`src/sv/rlc_pkg.sv`:
```
// rlc_pkg: shared constants, types and helpers for the radix letter converter.
// Used by every module of the block; depends on nothing.
package rlc_pkg;

  // Default sizes
  localparam int VALUE_BITS_DEF = 32;
  localparam int MAX_DIGITS_DEF = 32;

  // Radix register
  localparam int RADIX_W = 5;
  localparam logic [RADIX_W-1:0] RADIX_MIN = 5'd2;
  localparam logic [RADIX_W-1:0] RADIX_MAX = 5'd26;
  localparam logic [RADIX_W-1:0] RADIX_RST = 5'd4;

  // Digits and letters
  localparam int DIGIT_W = 5;
  localparam int LETTER_W = 7;
  localparam logic [LETTER_W-1:0] LETTER_A = 7'd65;

  // Quotient bits retired per divider cycle
  localparam int DIV_STEP = 4;

  // Entries in the request queue between front and back
  localparam int QUEUE_DEPTH = 2;

  // Divider status toward the sequencer
  typedef struct packed {
    logic               done;
    logic [DIGIT_W-1:0] rem;
  } div_stat_t;

  // Hold a written radix inside the legal range
  function automatic logic [RADIX_W-1:0] clamp_radix(input logic [RADIX_W-1:0] r);
    logic [RADIX_W-1:0] res;
    res = r;
    if (r < RADIX_MIN) res = RADIX_MIN;
    if (r > RADIX_MAX) res = RADIX_MAX;
    return res;
  endfunction

endpackage

```
`src/sv/rlc_queue.sv`:
```
// rlc_queue: small first-in first-out queue that decouples the front from the back.
// Depends on rlc_pkg for its depth.
module rlc_queue #(
  parameter int WIDTH = rlc_pkg::VALUE_BITS_DEF
) (
  input  logic             clk_i,
  input  logic             rst_ni,
  input  logic             push_i,
  input  logic [WIDTH-1:0] push_data_i,
  output logic             full_o,
  input  logic             pop_i,
  output logic             valid_o,
  output logic [WIDTH-1:0] pop_data_o
);

  localparam int DEPTH = rlc_pkg::QUEUE_DEPTH;
  localparam int PTR_W = (DEPTH > 1) ? $clog2(DEPTH) : 1;
  localparam int CNT_W = $clog2(DEPTH + 1);

  logic [WIDTH-1:0] mem_q [DEPTH];
  logic [PTR_W-1:0] wr_ptr_q, rd_ptr_q;
  logic [CNT_W-1:0] count_q;
  logic             do_push, do_pop;

  assign full_o     = (count_q == CNT_W'(DEPTH));
  assign valid_o    = (count_q != '0);
  assign pop_data_o = mem_q[rd_ptr_q];
  assign do_push    = push_i && !full_o;
  assign do_pop     = pop_i && valid_o;

  // Store payload
  always_ff @(posedge clk_i) begin
    if (do_push) mem_q[wr_ptr_q] <= push_data_i;
  end

  // Advance pointers and fill count
  always_ff @(posedge clk_i or negedge rst_ni) begin
    if (!rst_ni) begin
      wr_ptr_q <= '0;
      rd_ptr_q <= '0;
      count_q  <= '0;
    end else begin
      if (do_push) begin
        wr_ptr_q <= (wr_ptr_q == PTR_W'(DEPTH - 1)) ? '0 : wr_ptr_q + 1'b1;
      end
      if (do_pop) begin
        rd_ptr_q <= (rd_ptr_q == PTR_W'(DEPTH - 1)) ? '0 : rd_ptr_q + 1'b1;
      end
      if (do_push && !do_pop) count_q <= count_q + 1'b1;
      else if (do_pop && !do_push) count_q <= count_q - 1'b1;
    end
  end

endmodule

```
`src/sv/rlc_divider.sv`:
```
// rlc_divider: iterative divider by a small radix, several quotient bits per cycle.
// Depends on rlc_pkg for radix and digit widths and the step size.
module rlc_divider #(
  parameter int VALUE_BITS = rlc_pkg::VALUE_BITS_DEF
) (
  input  logic                        clk_i,
  input  logic                        rst_ni,
  input  logic                        start_i,
  input  logic [VALUE_BITS-1:0]       dividend_i,
  input  logic [rlc_pkg::RADIX_W-1:0] radix_i,
  output rlc_pkg::div_stat_t          stat_o,
  output logic [VALUE_BITS-1:0]       quotient_o
);

  localparam int STEP     = rlc_pkg::DIV_STEP;
  localparam int PAD_BITS = ((VALUE_BITS + STEP - 1) / STEP) * STEP;
  localparam int ITERS    = PAD_BITS / STEP;
  localparam int CNT_W    = $clog2(ITERS + 1);
  localparam int REM_W    = rlc_pkg::DIGIT_W;

  logic [PAD_BITS-1:0] work_q, work_d;
  logic [REM_W-1:0]    rem_q, rem_d;
  logic [CNT_W-1:0]    cnt_q;
  logic                busy_q, done_q;

  // Restoring division over STEP bits: shift in, compare, subtract
  always_comb begin
    logic [PAD_BITS-1:0] w;
    logic [REM_W-1:0]    r;
    logic [REM_W:0]      t;
    w = work_q;
    r = rem_q;
    t = '0;
    for (int i = 0; i < STEP; i++) begin
      t = {r, w[PAD_BITS-1]};
      w = {w[PAD_BITS-2:0], 1'b0};
      if (t >= {1'b0, radix_i}) begin
        r    = REM_W'(t - {1'b0, radix_i});
        w[0] = 1'b1;
      end else begin
        r = t[REM_W-1:0];
      end
    end
    work_d = w;
    rem_d  = r;
  end

  // Hold dividend and partial remainder
  always_ff @(posedge clk_i) begin
    if (start_i) begin
      work_q <= PAD_BITS'(dividend_i);
      rem_q  <= '0;
    end else if (busy_q) begin
      work_q <= work_d;
      rem_q  <= rem_d;
    end
  end

  // Count iterations and flag completion
  always_ff @(posedge clk_i or negedge rst_ni) begin
    if (!rst_ni) begin
      busy_q <= 1'b0;
      done_q <= 1'b0;
      cnt_q  <= '0;
    end else begin
      done_q <= busy_q && (cnt_q == CNT_W'(1));
      if (start_i) begin
        busy_q <= 1'b1;
        cnt_q  <= CNT_W'(ITERS);
      end else if (busy_q) begin
        cnt_q <= cnt_q - 1'b1;
        if (cnt_q == CNT_W'(1)) busy_q <= 1'b0;
      end
    end
  end

  assign stat_o.done = done_q;
  assign stat_o.rem  = rem_q;
  assign quotient_o  = work_q[VALUE_BITS-1:0];

endmodule

```
`src/sv/rlc_back.sv`:
```
// rlc_back: sequencer that forms digits with the divider, stacks them and
// emits letters most significant first. Depends on rlc_pkg and rlc_divider.
module rlc_back #(
  parameter int VALUE_BITS = rlc_pkg::VALUE_BITS_DEF,
  parameter int MAX_DIGITS = rlc_pkg::MAX_DIGITS_DEF
) (
  input  logic                        clk_i,
  input  logic                        rst_ni,
  input  logic [rlc_pkg::RADIX_W-1:0] radix_i,
  input  logic                        req_valid_i,
  input  logic [VALUE_BITS-1:0]       req_value_i,
  output logic                        req_pop_o,
  output logic                        out_valid_o,
  input  logic                        out_ready_i,
  output logic [rlc_pkg::LETTER_W-1:0] out_letter_o,
  output logic                        out_last_o
);

  localparam int IDX_W = $clog2(MAX_DIGITS);
  localparam int CNT_W = $clog2(MAX_DIGITS + 1);

  typedef enum logic [1:0] {
    S_IDLE,
    S_DIV,
    S_RD,
    S_OUT
  } state_e;

  state_e                       state_q;
  logic [VALUE_BITS-1:0]        cur_q;
  logic                         div_start_q;
  logic [CNT_W-1:0]             n_q;
  logic [IDX_W-1:0]             idx_q;
  logic [rlc_pkg::DIGIT_W-1:0]  rd_q;
  logic [rlc_pkg::DIGIT_W-1:0]  stack_q [MAX_DIGITS];
  rlc_pkg::div_stat_t           div_stat;
  logic [VALUE_BITS-1:0]        quotient;
  logic                         push;
  logic                         stop;

  rlc_divider #(
    .VALUE_BITS (VALUE_BITS)
  ) u_divider (
    .clk_i      (clk_i),
    .rst_ni     (rst_ni),
    .start_i    (div_start_q),
    .dividend_i (cur_q),
    .radix_i    (radix_i),
    .stat_o     (div_stat),
    .quotient_o (quotient)
  );

  assign push      = (state_q == S_DIV) && div_stat.done;
  assign stop      = (quotient == '0) || (n_q == CNT_W'(MAX_DIGITS - 1));
  assign req_pop_o = (state_q == S_IDLE) && req_valid_i;

  // Digit stack: push during division, registered read during emission
  always_ff @(posedge clk_i) begin
    if (push) stack_q[n_q[IDX_W-1:0]] <= div_stat.rem;
    if (state_q == S_RD) rd_q <= stack_q[idx_q];
  end

  // Sequence: divide until quotient is zero or the stack is full, then pop
  always_ff @(posedge clk_i or negedge rst_ni) begin
    if (!rst_ni) begin
      state_q     <= S_IDLE;
      div_start_q <= 1'b0;
      n_q         <= '0;
      idx_q       <= '0;
      cur_q       <= '0;
    end else begin
      div_start_q <= 1'b0;
      case (state_q)
        S_IDLE: begin
          if (req_valid_i) begin
            cur_q       <= req_value_i;
            n_q         <= '0;
            div_start_q <= 1'b1;
            state_q     <= S_DIV;
          end
        end
        S_DIV: begin
          if (div_stat.done) begin
            n_q <= n_q + 1'b1;
            if (stop) begin
              idx_q   <= n_q[IDX_W-1:0];
              state_q <= S_RD;
            end else begin
              cur_q       <= quotient;
              div_start_q <= 1'b1;
            end
          end
        end
        S_RD: begin
          state_q <= S_OUT;
        end
        S_OUT: begin
          if (out_ready_i) begin
            if (idx_q == '0) begin
              state_q <= S_IDLE;
            end else begin
              idx_q   <= idx_q - 1'b1;
              state_q <= S_RD;
            end
          end
        end
        default: state_q <= S_IDLE;
      endcase
    end
  end

  assign out_valid_o  = (state_q == S_OUT);
  assign out_letter_o = rlc_pkg::LETTER_A + rlc_pkg::LETTER_W'(rd_q);
  assign out_last_o   = (idx_q == '0);

endmodule

```
`src/sv/radix_letter_converter.sv`:
```
// Radix letter converter: one value in, its digits out as letters 'A'+digit.
// Each digit is formed by the divider; the letters are then read out of the digit
// stack read port, most significant first, each held until the output takes it.
// Values are converted one at a time; a two-entry queue takes new values meanwhile.
// Reset: rst_ni is asynchronous, active low; radix returns to 4, queue empties.
module radix_letter_converter #(
  parameter int VALUE_BITS = rlc_pkg::VALUE_BITS_DEF,
  parameter int MAX_DIGITS = rlc_pkg::MAX_DIGITS_DEF
) (
  input  logic                              clk_i,
  input  logic                              rst_ni,
  // Radix register write
  input  logic                              cfg_we_i,
  input  logic [rlc_pkg::RADIX_W-1:0]       cfg_wdata_i,
  // Input requests
  input  logic                              s_axis_tvalid,
  output logic                              s_axis_tready,
  input  logic [((VALUE_BITS+7)/8)*8-1:0]   s_axis_tdata,   // [VALUE_BITS-1:0] value
  // Output letters
  output logic                              m_axis_tvalid,
  input  logic                              m_axis_tready,
  output logic [7:0]                        m_axis_tdata,   // [6:0] letter, [7] zero
  output logic                              m_axis_tlast    // last_digit
);

  logic [rlc_pkg::RADIX_W-1:0]  radix_q;
  logic                         q_full;
  logic                         q_valid;
  logic                         q_pop;
  logic [VALUE_BITS-1:0]        q_value;
  logic [rlc_pkg::LETTER_W-1:0] letter;

  // Hold the clamped radix
  always_ff @(posedge clk_i or negedge rst_ni) begin
    if (!rst_ni) begin
      radix_q <= rlc_pkg::RADIX_RST;
    end else if (cfg_we_i) begin
      radix_q <= rlc_pkg::clamp_radix(cfg_wdata_i);
    end
  end

  // Front: take requests into the queue while it has room
  assign s_axis_tready = !q_full;

  rlc_queue #(
    .WIDTH (VALUE_BITS)
  ) u_queue (
    .clk_i       (clk_i),
    .rst_ni      (rst_ni),
    .push_i      (s_axis_tvalid),
    .push_data_i (s_axis_tdata[VALUE_BITS-1:0]),
    .full_o      (q_full),
    .pop_i       (q_pop),
    .valid_o     (q_valid),
    .pop_data_o  (q_value)
  );

  // Back: convert and emit
  rlc_back #(
    .VALUE_BITS (VALUE_BITS),
    .MAX_DIGITS (MAX_DIGITS)
  ) u_back (
    .clk_i        (clk_i),
    .rst_ni       (rst_ni),
    .radix_i      (radix_q),
    .req_valid_i  (q_valid),
    .req_value_i  (q_value),
    .req_pop_o    (q_pop),
    .out_valid_o  (m_axis_tvalid),
    .out_ready_i  (m_axis_tready),
    .out_letter_o (letter),
    .out_last_o   (m_axis_tlast)
  );

  assign m_axis_tdata = {1'b0, letter};

`ifndef SYNTHESIS
  // Radix never leaves the legal range
  a_radix_range: assert property (@(posedge clk_i) disable iff (!rst_ni)
    radix_q >= rlc_pkg::RADIX_MIN && radix_q <= rlc_pkg::RADIX_MAX)
    else $error("radix out of range");

  // A write lands clamped
  a_radix_write: assert property (@(posedge clk_i) disable iff (!rst_ni)
    cfg_we_i |=> radix_q == rlc_pkg::clamp_radix($past(cfg_wdata_i)))
    else $error("radix write not clamped");

  // Every letter is a digit below the current radix
  a_letter_digit: assert property (@(posedge clk_i) disable iff (!rst_ni)
    m_axis_tvalid |-> (m_axis_tdata[6:0] >= rlc_pkg::LETTER_A) &&
      ({1'b0, m_axis_tdata[6:0]} < {1'b0, rlc_pkg::LETTER_A} + 8'(radix_q)))
    else $error("letter outside digit range");
`endif

endmodule

```
`config.mk`:
```
export PLATFORM = sky130hd
export DESIGN_NAME = radix_letter_converter
export DESIGN_NICKNAME = d
export VERILOG_FILES = /design/src/sv/rlc_pkg.sv /design/src/sv/rlc_queue.sv /design/src/sv/rlc_divider.sv /design/src/sv/rlc_back.sv /design/src/sv/radix_letter_converter.sv
export SDC_FILE = /design/constraint.sdc
export NUM_CORES = 1
export LEC_CHECK = 0
export ABC_CLOCK_PERIOD_IN_PS = 9280
export BUFFER_PORTS_ARGS = -buffer_cell sky130_fd_sc_hd__buf_2
export CAP_MARGIN = 10
export CELL_PAD_IN_SITES_DETAIL_PLACEMENT = 1
export CELL_PAD_IN_SITES_GLOBAL_PLACEMENT = 2
export CORE_ASPECT_RATIO = 0.9
export CORE_UTILIZATION = 46
export DETAILED_ROUTE_END_ITERATION = 8
export PLACE_DENSITY = 0.78
export SYNTH_ARGS = -nofsm -noshare
export SYNTH_HDL_FRONTEND = slang
export SYNTH_SLANG_ARGS = --single-unit
```
`constraint.sdc`:
```
create_clock -name clk_i -period 9.28 [get_ports clk_i]
set_input_delay 1.856 -clock clk_i [delete_from_list [all_inputs] [get_ports clk_i]]
set_output_delay 1.856 -clock clk_i [all_outputs]
set_load 0.03 [all_outputs]
```
==> flow_summary.json, run 1 <==
{
  "critPathMaxStageDelay_ns": 0.53,
  "ir_drop_v": 0.000587,
  "slowest_stage": "fa_1",
  "cap_viol_max_count": 0,
  "final_common_cell": "edfxtp_1",
  "yosysSeqAreaShare_pct": 66.5,
  "hold_depth": 1,
  "cts_sinks": 327,
  "finalPower_mw": 6.71,
  "antenna_cells": 0,
  "htree_levels": 2,
  "fp.dieW_um": 187,
  "placed_area_sq_um": 14900,
  "synth_top_area_share_pct": 55.1,
  "antenna_found_initial": 0,
  "critical_path_peak_fanout": 9,
  "pwr-share-comb_pct": 44.8,
  "yosys_warnings": 0,
  "status": "finished clean",
  "grt_max_degree": 67,
  "place.gp.congestion": 0.772,
  "p_per_area_nw_per_um2": 417,
  "grt_overflow": 0,
  "postRouteAntennaNets": 0,
  "wirelength_mm": 30.3,
  "clkLatencyLatePin_ns": 0.52,
  "synth_ff_type": "edfxtp_1",
  "clk_path_buf_depth": 3,
  "tritoncts": "done",
  "synth_area_leaders": "edfxtp_1 55%, dfrtp_1 11%, mux4_2 7.9%, mux2_2 5.9%, mux2i_1 2.8%",
  "avgSynthCellArea_sq_um": 15.8,
  "leakagePower_nw": 5.80,
  "worst-path-buf-inv": 1,
  "drt_iter0_drc": 456,
  "start_util_pct": 47.2,
  "io_buffers": 50,
  "utilization_pct": 53.3,
  "internal-power_mw": 4.28,
  "max_slew_margin_pct": 30.0,
  "path_delay_family": "compound AO/OA/AOI/OAI gates",
  "final_cell_mix": "261 x edfxtp_1, 74 x mux2_2, 62 x nor2_1",
  "wl_per_cell_um": 21.8,
  "fin_tns_setup_ns": 0,
  "min_period_ns": 8.24,
  "nets": 1032,
  "pwr-share-seq_pct": 34.4,
  "ios": 53,
  "switching_share_pct": 36.1,
  "coreArea_sq_um": 30200,
  "synth_top_area_cell": "edfxtp_1",
  "r2r-start": "radix_q[1]",
  "crit_path_end_kind": "register",
  "multi_input_comb_area_sq_um": 4490,
  "vias": 7745,
  "synth_edf_count": 261,
  "hold_class": "reg -> reg",
  "clockRootBuffer": "clkbuf_16",
  "ys_ff_latch": 327,
  "min_period_over_period_pct": 88.8,
  "cp-start-kind": "register",
  "rsz0062_at_grt": "false",
  "die-area_sq_um": 31700,
  "worst_pin_slew_ns": 1.05,
  "arrival_ns": 8.62,
  "drive_gt1_share_pct": 25.8,
  "slew_viol_final": 0,
  "drt_pass1_iterations": 4,
  "synth_nets": 975,
  "synthArstFlopShare_pct": 18.7,
  "cts_hold_buf": 0,
  "areaGrowthSynthToFinish_pct": 13.1,
  "grt_usage_pct": 19.9,
  "critPathKind": "reg -> reg",
  "worstHoldStart": "u_queue.count_q[1]",
  "ys_types": 59,
  "numCtsBuffers": 36,
  "cts_setup_buffers": 0,
  "hold_viol": 0,
  "finClkSkew_ns": 0.0244,
  "num-fill-cells": 2892,
  "netlist_instances": 900,
  "r2r_end": "u_back.u_divider.rem_q[2]",
  "routed_via_density": 5.58,
  "grt_pass1_wl_mm": 47.8,
  "route.detailed.drc": 0,
  "clk_pin_slew_worst_paths_ns": 0.06,
  "syn-cell-area_sq_um": 14200,
  "pwr-share-clk_pct": 20.7,
  "required_ns": 9.66,
  "switchingPower_mw": 2.42,
  "die_h_um": 169,
  "cts_resized": 0,
  "holdPathEnd": "u_queue.count_q[1]",
  "fmax_mhz": 121,
  "ff2ff_path_depth": 27,
  "placementRows": 60,
  "post-route-cell-area_sq_um": 16100,
  "r2r_slack_ns": 1.04,
  "final-seq-area_sq_um": 9470,
  "place_hpwl_mm": 19.6,
  "setup_viol": 0,
  "grt_pass1_vias": 8046
}
sequential cells by signal, summed over array words and instances, names as in the netlist, 5 cells and up:
name,cells
radix_q,5
u_back.rd_q,5
u_back.stack_q,160
u_back.idx_q,5
u_back.cur_q,32
u_back.u_divider.quotient_o,32
u_back.n_q,6
u_back.u_divider.rem_q,5
u_queue.mem_q,64
logic make-up (layout without fill, tap and decap cells):
| kind of cell | Yosys count | after routing | share of synthesized area [%] |
|---|---|---|---|
| flops | 327 | 327 | 66.5 |
| xor+xnor | 26 | 26 | 1.60 |
| compound gates | 96 | 96 | 4.28 |
| buf+inv | 75 | 160 | 2.14 |
| simple gates | 177 | 177 | 5.74 |
| fa+ha+maj | 33 | 33 | 3.11 |
| other cells | 2 | 2 | 0.0528 |
| mux | 164 | 164 | 16.6 |
cell type report:
cell class,count,area share [%]
sequential,327,58.8
timing repair buffer,63,2.16
multi-input combinational,498,27.9
clock buffer,50,6.38
tap,403,3.13
inverter,31,0.723
clock inverter,16,0.886
metrics by stage:
stage	setup slack (ns)	hold slack [ns]	instances
3_3_place_gp	1.29	0.471	1322
6_report	1.04	0.487	1388
2_1_floorplan	1.95	0.454	900
4_1_cts	1.01	0.489	1388
5_1_grt	0.568	0.517	1388
3_5_place_dp	1.05	0.483	1322
cell usage after synthesis, types with 8 or more instances:
cell,number
nand2_1,61
xnor2_1,14
dfrtp_1,60
mux2_2,74
a21oi_1,12
edfxtp_1,261
nand3_1,9
mux4_2,50
nor4_1,9
a21o_1,8
inv_1,31
mux2i_1,40
clkbuf_1,33
nor2_1,63
xor2_1,12
ha_1,29
o21ai_0,47
layer usage:
metal	wire, um	track usage (%)
met5	0	0
met4	434	4.56
met3	1230	2.80
met2	14000	30.9
met1	14600	29.8
how the worst max path moves through the flow:
| stage | cells past startpoint | slack, ns | startpoint | to |
|---|---|---|---|---|
| 6_report | 27 | 1.04 | radix_q[1] | u_back.u_divider.rem_q[2] |
| 5_1_grt | 27 | 0.57 | radix_q[1] | u_back.u_divider.rem_q[2] |
| 4_1_cts | 27 | 1.01 | radix_q[1] | u_back.u_divider.rem_q[2] |
| 3_5_place_dp | 27 | 1.05 | radix_q[1] | u_back.u_divider.rem_q[2] |
| 3_3_place_gp | 27 | 1.29 | radix_q[1] | u_back.u_divider.rem_q[2] |
| 2_1_floorplan | 28 | 1.95 | u_back.u_divider.rem_q[2] | u_back.u_divider.rem_q[2] |
power groups by stage:
stage	logic (mW)	registers (mW)	clock network, mW
CTS	3.03	2.31	1.42
finish	3.01	2.31	1.39
detailed placement	3.00	2.34	0
global route	3.31	2.35	1.48
floorplan	2.41	2.24	0
global placement	2.92	2.33	0
Power figures use the tool's default switching activity.
==> run 2, diff against run 1 <==
- CAP_MARGIN: 10 -> 20
- CORE_ASPECT_RATIO: 0.9 -> not set
==> run 2 against run 1 <==
Compared with the run above: register-to-register slack got worse by 0.11 ns; global-route usage decreased by 0.53 points; maximum frequency decreased by 1.3%; cell area decreased by 0.58%; critical path depth increased by 2; die area about the same; routed wire length decreased by 3.2%.
==> flow_summary.json, run 2 (synthesis gave the netlist of run 1 again) <==
{
  "status": "finished clean",
  "finalPower_mw": 6.64,
  "slew_viol_final": 0,
  "final_cell_mix": "261 x edfxtp_1, 74 x mux2_2, 62 x nor2_1",
  "worst_pin_slew_ns": 1.01,
  "ff2ff_path_depth": 29,
  "max_slew_margin_pct": 33.0,
  "drt_iter0_drc": 481,
  "postRouteAntennaNets": 0,
  "worstHoldStart": "u_back.cur_q[16]",
  "finClkSkew_ns": 0.0198,
  "slowest_stage": "mux2i_1",
  "cts_hold_buf": 0,
  "nets": 1033,
  "tritoncts": "done",
  "fp.dieW_um": 178,
  "grt_pass1_vias": 8026,
  "start_util_pct": 46.7,
  "arrival_ns": 8.74,
  "place_hpwl_mm": 19.6,
  "r2r_end": "u_back.u_divider.rem_q[2]",
  "ios": 53,
  "hold_class": "reg -> reg",
  "hold_viol": 0,
  "critPathKind": "reg -> reg",
  "grt_max_degree": 67,
  "grt_overflow": 0,
  "cts_resized": 0,
  "final_common_cell": "edfxtp_1",
  "io_buffers": 50,
  "min_period_over_period_pct": 90.0,
  "whs_ns": 0.504,
  "grt_pass1_wl_mm": 46.3,
  "critical_path_peak_fanout": 9,
  "clockRootBuffer": "clkbuf_16",
  "areaGrowthSynthToFinish_pct": 12.4,
  "p_per_area_nw_per_um2": 415,
  "clkLatencyLatePin_ns": 0.51,
  "switchingPower_mw": 2.44,
  "place.gp.congestion": 0.794,
  "antenna_found_initial": 0,
  "critPathMaxStageDelay_ns": 0.59,
  "coreArea_sq_um": 30500,
  "dp_cells": 1316,
  "grt_usage_pct": 19.3,
  "antenna_cells": 0,
  "crit_cells": 29,
  "numCtsBuffers": 36,
  "leakagePower_nw": 5.76,
  "pwr-share-comb_pct": 46.1,
  "switching_share_pct": 36.7,
  "die_h_um": 178,
  "clk_pin_slew_worst_paths_ns": 0.06,
  "pwr-share-clk_pct": 19.5,
  "fmax_mhz": 120,
  "cp-start-kind": "register",
  "largest_reg_flops": 160,
  "pwr-share-seq_pct": 34.3,
  "path_delay_family": "compound AO/OA/AOI/OAI gates",
  "drt_pass1_iterations": 4,
  "rsz0062_at_grt": "false",
  "cap_viol_max_count": 0,
  "cts_sinks": 327,
  "wirelength_mm": 29.3,
  "fin_tns_setup_ns": 0,
  "r2r-start": "u_back.u_divider.quotient_o[31]",
  "routed_via_density": 5.49,
  "required_ns": 9.67,
  "vias": 7572,
  "setup_viol": 0,
  "route.detailed.drc": 0,
  "htree_levels": 2,
  "cts_setup_buffers": 0,
  "internal-power_mw": 4.21,
  "placementRows": 64,
  "min_period_ns": 8.35,
  "hold_depth": 1,
  "wl_per_cell_um": 21.2,
  "holdPathEnd": "u_back.cur_q[16]",
  "worst-path-buf-inv": 2,
  "crit_path_end_kind": "register",
  "clk_path_buf_depth": 3,
  "die-area_sq_um": 31700,
  "final_cells": 1380,
  "r2r_slack_ns": 0.93,
  "ir_drop_v": 0.000333,
  "drive_gt1_share_pct": 25.5
}
## run 2: layer usage
metal | track usage [%] | part of all wire [%]
met5 | 0 | 0
met4 | 6.13 | 2.7
met3 | 2.70 | 2.9
met2 | 32.7 | 50
met1 | 25.8 | 44
## run 2: worst max path at each step
| stage | start | endpoint | slack [ns] |
|---|---|---|---|
| 4_1_cts | u_back.u_divider.quotient_o[31] | u_back.u_divider.rem_q[2] | 0.97 |
| 5_1_grt | radix_q[1] | u_back.u_divider.rem_q[2] | 0.46 |
| 3_5_place_dp | u_back.u_divider.quotient_o[31] | u_back.u_divider.rem_q[2] | 0.99 |
| 3_3_place_gp | radix_q[1] | u_back.u_divider.rem_q[2] | 1.25 |
| 6_report | u_back.u_divider.quotient_o[31] | u_back.u_divider.rem_q[2] | 0.93 |
| 2_1_floorplan | u_back.u_divider.rem_q[2] | u_back.u_divider.rem_q[2] | 1.95 |
## run 2: power by group through the flow
stage	Sequential, mW	Clock [mW]	Combinational, mW
6_report	2.28	1.30	3.06
5_1_grt	2.32	1.38	3.39
4_1_cts	2.28	1.33	3.11
3_5_place_dp	2.31	0	3.09
3_3_place_gp	2.30	0	3.01
2_1_floorplan	2.24	0	2.41
## run 2: area by class of cell
type | instances | area (sq um)
Fill cell | 2876 | 14500
Sequential cell | 327 | 9470
Multi-Input combinational cell | 498 | 4490
Clock buffer | 51 | 997
Tap cell | 396 | 495
Timing Repair Buffer | 64 | 355
Inverter | 31 | 116
Clock inverter | 13 | 82.6
## run 2: stage by stage
stage	area, sq um	worst slack (ns)	util, %
5_1_grt	16000	0.462	52.4
3_3_place_gp	14900	1.25	48.9
2_1_floorplan	14200	1.95	-
6_report	16000	0.931	52.4
3_5_place_dp	14900	0.993	48.9
4_1_cts	16000	0.965	52.4
## run 2: worst register-to-register path, delay by kind of cell, from the launching register on
kind	cells	cell delay (ns)
AO/OA/AOI/OAI	15	3.22
adder cells (fa/ha/maj)	5	1.84
buffers and inverters	2	0.16
flip-flops	1	0.41
multiplexers	4	1.66
AND/OR/NAND/NOR	3	0.89
